$ cat config.mk
export PLATFORM = sky130hd
export DESIGN_NAME = led_strip_effect_engine
export DESIGN_NICKNAME = d
export VERILOG_FILES = /design/src/lse_pkg.sv /design/src/lse_ctrl.sv /design/src/lse_datapath.sv /design/src/led_strip_effect_engine.sv
export SDC_FILE = /design/constraint.sdc
export NUM_CORES = 1
export LEC_CHECK = 0
export BUFFER_PORTS_ARGS = -buffer_cell sky130_fd_sc_hd__buf_2
export CAP_MARGIN = 10
export CORE_ASPECT_RATIO = 0.5
export CORE_MARGIN = 8
export CORE_UTILIZATION = 45
export DETAILED_ROUTE_END_ITERATION = 12
export GPL_TIMING_DRIVEN = 0
export HOLD_SLACK_MARGIN = 0.02
export SETUP_SLACK_MARGIN = 0.3
export SYNTH_ARGS = -nofsm -noshare
export SYNTH_HDL_FRONTEND = slang
export SYNTH_SLANG_ARGS = --single-unit
$ cat constraint.sdc
create_clock -name clk -period 14.7 [get_ports clk]
set_clock_uncertainty 0.15 [all_clocks]
set_input_delay 2.94 -clock clk [delete_from_list [all_inputs] [get_ports clk]]
set_output_delay 2.94 -clock clk [all_outputs]
set_load 0.03 [all_outputs]
$ cat src/lse_pkg.sv
// Shared types and constants for the LED strip effect engine.
// No dependencies; used by lse_ctrl, lse_datapath and the top level.
`default_nettype none

package lse_pkg;

  // Configuration port
  localparam int CFG_IDX_W  = 3;
  localparam int CFG_DATA_W = 8;

  localparam logic [CFG_IDX_W-1:0] REG_RAINBOW_MODE   = 3'd0;
  localparam logic [CFG_IDX_W-1:0] REG_ANIMATE_ENABLE = 3'd1;
  localparam logic [CFG_IDX_W-1:0] REG_BASE_RED       = 3'd2;
  localparam logic [CFG_IDX_W-1:0] REG_BASE_GREEN     = 3'd3;
  localparam logic [CFG_IDX_W-1:0] REG_BASE_BLUE      = 3'd4;
  localparam logic [CFG_IDX_W-1:0] REG_BRIGHT_MIN     = 3'd5;
  localparam logic [CFG_IDX_W-1:0] REG_BRIGHT_MAX     = 3'd6;

  // Color source codes (code 3 behaves as hold)
  localparam logic [1:0] MODE_FIXED   = 2'd0;
  localparam logic [1:0] MODE_RAINBOW = 2'd1;
  localparam logic [1:0] MODE_HOLD    = 2'd2;

  // Hue sector width of the integer HSV conversion
  localparam int HUE_SECTOR = 43;

  // pi in Q28, base of the wave table
  localparam logic [63:0] PI_Q28 = 64'd843314857;

  typedef enum logic [1:0] {
    ST_IDLE,
    ST_HUE,
    ST_COLOR,
    ST_PIXELS
  } ctrl_state_t;

  // Controller -> datapath
  typedef struct packed {
    logic accept;   // latch input beat
    logic step;     // advance hue and brightness
    logic load;     // settle frame color
    logic issue;    // launch one pixel into the pipeline
  } lse_cmd_t;

  // Datapath -> controller
  typedef struct packed {
    logic adv;      // pixel pipeline may move
    logic at_last;  // pixel counter on the final LED
  } lse_status_t;

endpackage

`default_nettype wire

$ cat src/lse_ctrl.sv
// Frame sequencer for the LED strip effect engine.
// Depends on lse_pkg (state enum, command and status structs).
`default_nettype none

module lse_ctrl (
  input  wire                 clk,
  input  wire                 rst,
  input  wire                 in_valid,
  output logic                in_ready,
  input  lse_pkg::lse_status_t status,
  output lse_pkg::lse_cmd_t    cmd
);

  lse_pkg::ctrl_state_t state, state_next;

  always_ff @(posedge clk) begin
    if (rst) begin
      state <= lse_pkg::ST_IDLE;
    end else begin
      state <= state_next;
    end
  end

  always_comb begin
    state_next = state;
    cmd        = '0;
    in_ready   = 1'b0;
    case (state)
      lse_pkg::ST_IDLE: begin
        in_ready = 1'b1;
        if (in_valid) begin
          cmd.accept = 1'b1;
          state_next = lse_pkg::ST_HUE;
        end
      end
      lse_pkg::ST_HUE: begin
        cmd.step   = 1'b1;
        state_next = lse_pkg::ST_COLOR;
      end
      lse_pkg::ST_COLOR: begin
        cmd.load   = 1'b1;
        state_next = lse_pkg::ST_PIXELS;
      end
      lse_pkg::ST_PIXELS: begin
        if (status.adv) begin
          cmd.issue = 1'b1;
          if (status.at_last) begin
            state_next = lse_pkg::ST_IDLE;
          end
        end
      end
      default: begin
        state_next = lse_pkg::ST_IDLE;
      end
    endcase
  end

endmodule

`default_nettype wire

$ cat src/lse_datapath.sv
// Datapath: config registers, hue/brightness/color state, wave table and
// the two-stage pixel scaling pipeline. Depends on lse_pkg.
`default_nettype none

module lse_datapath #(
  parameter int NUM_LEDS = 16
) (
  input  wire                              clk,
  input  wire                              rst,
  input  wire                              cfg_we,
  input  wire  [lse_pkg::CFG_IDX_W-1:0]    cfg_index,
  input  wire  [lse_pkg::CFG_DATA_W-1:0]   cfg_data,
  input  wire                              in_phone_up,
  input  lse_pkg::lse_cmd_t                cmd,
  output lse_pkg::lse_status_t             status,
  input  wire                              out_ready,
  output logic                             out_valid,
  output logic [5:0]                       out_index,
  output logic [7:0]                       out_red,
  output logic [7:0]                       out_green,
  output logic [7:0]                       out_blue,
  output logic                             out_last
);

  localparam int IW = (NUM_LEDS > 1) ? $clog2(NUM_LEDS) : 1;

  // ---------------- wave table, built at elaboration ----------------
  logic [8:0] wave_rom [NUM_LEDS];

  for (genvar t = 0; t < NUM_LEDS; t++) begin : g_wave
    localparam bit          ACTIVE = (t != 0) && (2 * t < NUM_LEDS);
    localparam logic [63:0] TWO_T  = 64'(2 * t);
    localparam logic [63:0] REST   = 64'(NUM_LEDS) - TWO_T;
    localparam logic [63:0] U      = !ACTIVE ? 64'd0 : ((REST < TWO_T) ? REST : TWO_T);
    localparam logic [63:0] X      = (lse_pkg::PI_Q28 * U) / 64'(NUM_LEDS);
    localparam logic [63:0] X2     = (X * X) >> 28;
    localparam logic [63:0] T1     = (X * X2) / 64'd6;
    localparam logic [63:0] A1     = (X >= T1) ? X - T1 : 64'd0;
    localparam logic [63:0] T2     = (T1 * X2) / 64'd20;
    localparam logic [63:0] A2     = A1 + T2;
    localparam logic [63:0] T3     = (T2 * X2) / 64'd42;
    localparam logic [63:0] A3     = (A2 >= T3) ? A2 - T3 : 64'd0;
    localparam logic [63:0] T4     = (T3 * X2) / 64'd72;
    localparam logic [63:0] A4     = A3 + T4;
    localparam logic [63:0] T5     = (T4 * X2) / 64'd110;
    localparam logic [63:0] A5     = (A4 >= T5) ? A4 - T5 : 64'd0;
    localparam logic [63:0] W      = (A5 + (64'd1 << 19)) >> 20;
    localparam logic [63:0] WC     = (W > 64'd256) ? 64'd256 : W;
    localparam logic [8:0]  ENTRY  = ACTIVE ? WC[8:0] : 9'd0;
    assign wave_rom[t] = ENTRY;
  end

  // floor(p / 255) for p <= 255*255
  function automatic logic [7:0] div255(input logic [15:0] p);
    logic [16:0] s;
    begin
      s = 17'(p) + 17'(p >> 8) + 17'd1;
      div255 = s[15:8];
    end
  endfunction

  // ---------------- configuration registers ----------------
  logic [1:0] rainbow_mode;
  logic       animate_enable;
  logic [7:0] base_red, base_green, base_blue;
  logic [7:0] bright_min, bright_max;

  always_ff @(posedge clk) begin
    if (rst) begin
      rainbow_mode   <= lse_pkg::MODE_FIXED;
      animate_enable <= 1'b0;
      base_red       <= 8'd255;
      base_green     <= 8'd255;
      base_blue      <= 8'd255;
      bright_min     <= 8'd16;
      bright_max     <= 8'd255;
    end else if (cfg_we) begin
      case (cfg_index)
        lse_pkg::REG_RAINBOW_MODE:   rainbow_mode   <= cfg_data[1:0];
        lse_pkg::REG_ANIMATE_ENABLE: animate_enable <= cfg_data[0];
        lse_pkg::REG_BASE_RED:       base_red       <= cfg_data;
        lse_pkg::REG_BASE_GREEN:     base_green     <= cfg_data;
        lse_pkg::REG_BASE_BLUE:      base_blue      <= cfg_data;
        lse_pkg::REG_BRIGHT_MIN:     bright_min     <= cfg_data;
        lse_pkg::REG_BRIGHT_MAX:     bright_max     <= cfg_data;
        default: ;
      endcase
    end
  end

  // ---------------- frame state ----------------
  logic          phone_up_q, wave_tick;
  logic [7:0]    hue, brightness;
  logic [7:0]    fc_r, fc_g, fc_b;
  logic [IW-1:0] wave_offset, count;

  // HSV to RGB at saturation 255, value bright_max
  logic [2:0]  region;
  logic [7:0]  sector_base, rem;
  logic [15:0] rem_x255, inv_x255;
  logic [7:0]  fall, rise;
  logic [15:0] q_prod, t_prod;
  logic [7:0]  hq, ht, v;
  logic [7:0]  hsv_r, hsv_g, hsv_b;
  logic [7:0]  target;

  always_comb begin
    v = bright_max;
    if (hue < 8'(lse_pkg::HUE_SECTOR)) begin
      region = 3'd0;
    end else if (hue < 8'(2 * lse_pkg::HUE_SECTOR)) begin
      region = 3'd1;
    end else if (hue < 8'(3 * lse_pkg::HUE_SECTOR)) begin
      region = 3'd2;
    end else if (hue < 8'(4 * lse_pkg::HUE_SECTOR)) begin
      region = 3'd3;
    end else if (hue < 8'(5 * lse_pkg::HUE_SECTOR)) begin
      region = 3'd4;
    end else begin
      region = 3'd5;
    end
    sector_base = 8'(region) * 8'(lse_pkg::HUE_SECTOR);
    rem         = 8'((hue - sector_base) * 8'd6);
    rem_x255    = {rem, 8'd0} - 16'(rem);
    inv_x255    = {8'd255 - rem, 8'd0} - 16'(8'd255 - rem);
    fall        = 8'd255 - rem_x255[15:8];
    rise        = 8'd255 - inv_x255[15:8];
    q_prod      = 16'(v) * 16'(fall);
    t_prod      = 16'(v) * 16'(rise);
    hq          = q_prod[15:8];
    ht          = t_prod[15:8];
    case (region)
      3'd0:    begin hsv_r = v;    hsv_g = ht;   hsv_b = 8'd0; end
      3'd1:    begin hsv_r = hq;   hsv_g = v;    hsv_b = 8'd0; end
      3'd2:    begin hsv_r = 8'd0; hsv_g = v;    hsv_b = ht;   end
      3'd3:    begin hsv_r = 8'd0; hsv_g = hq;   hsv_b = v;    end
      3'd4:    begin hsv_r = ht;   hsv_g = 8'd0; hsv_b = v;    end
      default: begin hsv_r = v;    hsv_g = 8'd0; hsv_b = hq;   end
    endcase
    target = phone_up_q ? bright_min : bright_max;
  end

  always_ff @(posedge clk) begin
    if (rst) begin
      phone_up_q  <= 1'b0;
      wave_tick   <= 1'b0;
      hue         <= 8'd0;
      brightness  <= 8'd0;
      fc_r        <= 8'd255;
      fc_g        <= 8'd255;
      fc_b        <= 8'd255;
      wave_offset <= '0;
    end else begin
      if (cmd.accept) begin
        phone_up_q <= in_phone_up;
        wave_tick  <= in_phone_up & animate_enable;
      end
      if (cmd.step) begin
        if (rainbow_mode == lse_pkg::MODE_RAINBOW) begin
          hue <= hue + 8'd1;
        end
        if (!wave_tick) begin
          if (brightness < target) begin
            brightness <= brightness + 8'd1;
          end else if (brightness > target) begin
            brightness <= brightness - 8'd1;
          end
        end
      end
      if (cmd.load) begin
        if (rainbow_mode == lse_pkg::MODE_RAINBOW) begin
          fc_r <= hsv_r;
          fc_g <= hsv_g;
          fc_b <= hsv_b;
        end else if (rainbow_mode == lse_pkg::MODE_FIXED) begin
          fc_r <= base_red;
          fc_g <= base_green;
          fc_b <= base_blue;
        end
      end
      if (cmd.issue && status.at_last && wave_tick) begin
        wave_offset <= (wave_offset == IW'(NUM_LEDS - 1)) ? '0 : wave_offset + IW'(1);
      end
    end
  end

  // ---------------- pixel pipeline ----------------
  logic [IW:0]   wsum;
  logic [IW-1:0] widx;
  logic [8:0]    scale;

  always_comb begin
    wsum = {1'b0, count} + {1'b0, wave_offset};
    widx = (wsum >= (IW+1)'(NUM_LEDS)) ? IW'(wsum - (IW+1)'(NUM_LEDS)) : wsum[IW-1:0];
    scale = wave_tick ? wave_rom[widx] : {1'b0, brightness};
  end

  assign status.adv     = !out_valid || out_ready;
  assign status.at_last = (count == IW'(NUM_LEDS - 1));

  logic          s1_valid, s1_last, s1_wave;
  logic [IW-1:0] s1_idx;
  logic [16:0]   s1_pr, s1_pg, s1_pb;

  always_ff @(posedge clk) begin
    if (rst) begin
      count     <= '0;
      s1_valid  <= 1'b0;
      out_valid <= 1'b0;
    end else if (status.adv) begin
      s1_valid  <= cmd.issue;
      out_valid <= s1_valid;
      if (cmd.issue) begin
        count <= status.at_last ? '0 : count + IW'(1);
      end
    end
  end

  always_ff @(posedge clk) begin
    if (status.adv) begin
      if (cmd.issue) begin
        s1_idx  <= count;
        s1_last <= status.at_last;
        s1_wave <= wave_tick;
        s1_pr   <= 17'(fc_r) * 17'(scale);
        s1_pg   <= 17'(fc_g) * 17'(scale);
        s1_pb   <= 17'(fc_b) * 17'(scale);
      end
      out_index <= 6'(s1_idx);
      out_last  <= s1_last;
      out_red   <= s1_wave ? s1_pr[15:8] : div255(s1_pr[15:0]);
      out_green <= s1_wave ? s1_pg[15:8] : div255(s1_pg[15:0]);
      out_blue  <= s1_wave ? s1_pb[15:8] : div255(s1_pb[15:0]);
    end
  end

endmodule

`default_nettype wire

$ cat src/led_strip_effect_engine.sv
// LED strip effect engine, top level: frame sequencer plus datapath.
// Depends on lse_pkg, lse_ctrl and lse_datapath.
//
// Usage:
//   s_axis carries one beat per frame tick; tdata[0] is phone_up.
//   For each tick the block emits NUM_LEDS beats on m_axis, pixel 0 first,
//   with tlast on the final LED. The cfg port writes one register per cycle
//   (index per the register list) and is meant to be used only while idle.
// Timing:
//   After a tick is taken, the ST_HUE state steps hue and brightness, the
//   ST_COLOR state settles the frame color (HSV converter in rainbow mode),
//   then one pixel is launched per cycle, unless the output stalls, into a
//   two-stage scale pipeline (multiply, then divide-by-255 or wave shift).
//   The next tick can be taken the cycle after the last pixel launches,
//   while the final results are still draining.
// Reset: synchronous; state other than pixel data returns to power-on values,
//   no output beat is pending and s_axis_tready is high once the sequencer is idle.
// Stall: m_axis_tready low with a beat pending freezes the pixel pipeline,
//   the pixel counter and pixel launch; nothing is dropped.
`default_nettype none

module led_strip_effect_engine #(
  parameter int NUM_LEDS = 16
) (
  input  wire                             clk,
  input  wire                             rst,
  // config write port
  input  wire                             cfg_we,
  input  wire  [lse_pkg::CFG_IDX_W-1:0]   cfg_index,
  input  wire  [lse_pkg::CFG_DATA_W-1:0]  cfg_data,
  // input beats
  input  wire                             s_axis_tvalid,
  output logic                            s_axis_tready,
  input  wire  [7:0]                      s_axis_tdata,  // [0] phone_up, [7:1] zero
  // output beats
  output logic                            m_axis_tvalid,
  input  wire                             m_axis_tready,
  output logic [31:0]                     m_axis_tdata,  // [5:0] pixel_index, [13:6] red,
                                                         // [21:14] green, [29:22] blue,
                                                         // [31:30] zero
  output logic                            m_axis_tlast   // last_pixel
);

  lse_pkg::lse_cmd_t    cmd;
  lse_pkg::lse_status_t status;

  logic [5:0] px_index;
  logic [7:0] px_red, px_green, px_blue;

  lse_ctrl u_ctrl (
    .clk      (clk),
    .rst      (rst),
    .in_valid (s_axis_tvalid),
    .in_ready (s_axis_tready),
    .status   (status),
    .cmd      (cmd)
  );

  lse_datapath #(
    .NUM_LEDS (NUM_LEDS)
  ) u_dp (
    .clk         (clk),
    .rst         (rst),
    .cfg_we      (cfg_we),
    .cfg_index   (cfg_index),
    .cfg_data    (cfg_data),
    .in_phone_up (s_axis_tdata[0]),
    .cmd         (cmd),
    .status      (status),
    .out_ready   (m_axis_tready),
    .out_valid   (m_axis_tvalid),
    .out_index   (px_index),
    .out_red     (px_red),
    .out_green   (px_green),
    .out_blue    (px_blue),
    .out_last    (m_axis_tlast)
  );

  assign m_axis_tdata = {2'b00, px_blue, px_green, px_red, px_index};

  // A taken tick keeps the input closed while its frame is prepared.
  a_busy_after_accept: assert property (@(posedge clk) disable iff (rst)
    (s_axis_tvalid && s_axis_tready) |=> !s_axis_tready)
    else $error("input ready right after accepting a tick");

  // tlast marks exactly the final LED.
  a_last_index: assert property (@(posedge clk) disable iff (rst)
    m_axis_tvalid |-> (m_axis_tlast == (m_axis_tdata[5:0] == 6'(NUM_LEDS - 1))))
    else $error("tlast and pixel index disagree");

  // Pixel indices stay inside the strip.
  a_index_range: assert property (@(posedge clk) disable iff (rst)
    m_axis_tvalid |-> (32'(m_axis_tdata[5:0]) < 32'(NUM_LEDS)))
    else $error("pixel index beyond strip length");

  // Pixels are only launched while the pipeline can move.
  a_issue_adv: assert property (@(posedge clk) disable iff (rst)
    cmd.issue |-> status.adv)
    else $error("pixel launched into a stalled pipeline");

endmodule

`default_nettype wire

==> flow_summary.yaml <==
placement:
  gp_congestion: 0.903
  post-dp-hpwl_mm: 38.2
  io_buffers: 46
  dp_slack_ps: 3640
layout:
  nNetsFinal: 2739
  final_core_util: 0.493
  diodes: 0
  drive_gt1_frac: 0.0494
  syn_to_final_growth_pct: 8.28
  largestRegisters: "u_dp.s1_pb (16), u_dp.s1_pg (16), u_dp.s1_pr (16)"
  layout_common_cells: "inv_1, nand2_1, ha_1"
  layout_commonest_cell: "inv_1"
clock_network:
  cts_resized: 0
  clkTransAtPathRegs_ps: 80
  cts_sinks: 180
  post_cts_buffers: 0
  cts_tree: "done"
  worst_skew_pair.late_latency_ps: 460
  clk_path_buf_depth: 2
  hold_buffers: 0
  cts_root_buf: "clkbuf_16"
  numCtsBuffers: 17
  ctsHtreeMaxLevel: 4
timing:
  setup_slack_ps: 3590
  fin_crit_ps: 11110
  post-route-period-util: 0.756
  max_freq_mhz: 90.0
  relSlewSlack: 0.217
  fin_setup_tns_ps: 0
  tightest_slew_ps: 1160
  rsz0062_at_grt: "false"
  drv_slew: 0
  final_hold_viol_count: 0
  setup_viol: 0
logic_synthesis:
  avgSynthCellArea_um2: 9.00
  synth_top_cell_by_area: "fa_1"
  synth_enable_flop_cells: 83
  synth-seq-cells: 180
  yosys_warnings: 0
  syn_inst: 2206
  synth_area_leaders: "fa_1, ha_1, edfxtp_1, dfxtp_1, and2_1"
  syn_area_um2: 19800
  dominantRegCellSynth: "dfxtp_1"
  synthArstFlopShare: 0
  synth-seq-area-share: 0.223
  synthDistinctLibCells: 73
  yosysTopAreaCellShare: 0.201
die:
  die-height_um: 165
  die_w_um: 313
  row_count: 54
  ios: 59
  core_area_um2: 43600
  start_util: 0.455
  die_area_um2: 51500
routing:
  drt-initial-drc-count: 1010
  vias: 14900
  drc: 0
  drt-pass1-iter-count: 5
  ant_nets: 0
  via_per_inst: 5.19
  wl_mm: 48.3
  wl_per_cell_um: 16.8
power:
  peakVddDrop_v: 0.0000853
  finalPower_w: 0.00218
  p_leak_nw: 10.1
  powerDensity_nw_per_um2: 102
global_route:
  grtUsageTotal: 0.191
  antenna_found_initial: 0
  grt_start_max_net_pins: 42
  grt_overflow_total: 0
  grt_pass1_vias: 14800
  grt_pass1_wl_mm: 79.3
min_path:
  min_path_type: "reg2reg"
worst_setup_path:
  worstSetupPathType: "reg2reg"
  cpMaxStageDelayCell: "a21oi_1"
  endpoint_kind: "flop"
  crit_arrival_ps: 11310
  cp.required_ps: 14900
  cpPeakStageDelay_ps: 620
  start_kind: "flop"
  crit_path_max_fanout: 10
run_status:
  status: "finished, final reports clean"
flow_run:
  cap_violations: 0
-- metrics by stage --
stage / hold WS, ps / instance area (um^2) / std cells
4_1_cts: 274 / 21500 / 2876
2_1_floorplan: 250 / 19900 / 2209
3_3_place_gp: 250 / 20800 / 2843
5_1_grt: 285 / 21500 / 2877
3_5_place_dp: 255 / 20900 / 2844
6_report: 274 / 21500 / 2877
-- critical path: cells and delay by family, from the launching register on --
kind            cells  cell delay [ps]
simple gates        7              940
compound gates     14             4390
fa+ha+maj           9             3720
buf+inv             7             1100
flops               1              350
mux                 1              320
-- final timing paths --
check,slack [ps],endpoint,depth (start not counted),startpoint
max,3590,u_dp.fc_b[7],38,u_dp.hue[3]
min,270,u_dp.out_last,0,u_dp.s1_last
max reg2reg,3590,u_dp.fc_b[7],38,u_dp.hue[3]
min reg2reg,270,u_dp.out_last,0,u_dp.s1_last
-- power breakdown --
group / internal [W] / leakage (nW) / switching (W)
combinational: 0.000408 / 8.21 / 0.000660
clock: 0.000260 / 0.307 / 0.000222
sequential: 0.000605 / 1.59 / 0.0000291
total: 0.00127 / 10.1 / 0.000911
-- layer usage --
metal	track usage	vias to the layer above	wire length, um	part of all wire
met1	0.265	7184	23100	0.48
met2	0.312	359	21800	0.45
met3	0.0319	53	2530	0.052
li1	-	7335	-	-
met5	0	-	0	0
met4	0.0451	0	785	0.016
-- cells in the mapped netlist (4+ instances only) --
cell        n
clkbuf_1   75
nor2b_1    21
nand2_1   280
a21boi_0   13
mux2i_1    30
nor2_1     98
xor2_1     28
o21ai_0    61
inv_1     302
edfxtp_1   83
a21oi_1   100
nand3_1    47
o21a_1     24
nand4_1    13
a211oi_1   10
nand2b_1   20
a221o_1    12
o211ai_1    5
nor3_1     20
fa_1      199
o22ai_1     7
dfxtp_1    97
or3_1       7
a21o_1     24
a221oi_1   15
buf_4       4
buf_1      21
ha_1      240
xnor2_1    76
and2_1    192
inv_2       4
and3_1      5
nor4_1      7
a31oi_1     9
-- cell type report --
cell class | count | area (um^2)
buffer | 105 | 428
clock buffer | 20 | 478
clock inverter | 12 | 135
fill | 4195 | 22100
inverter | 306 | 1150
multi-input combinational | 1618 | 13900
sequential | 180 | 4430
tap | 588 | 736
timing repair buffer | 48 | 278
-- cell families after synthesis --
group                    share of synthesized area
multiplexers                                0.0164
AO/OA/AOI/OAI                                0.105
flip-flops                                   0.223
adder cells (fa/ha/maj)                      0.352
AND/OR/NAND/NOR                              0.178
XOR/XNOR                                    0.0459
buffers and inverters                       0.0794
other                                     0.000189
No activity file was read; power rests on OpenSTA's default activity.
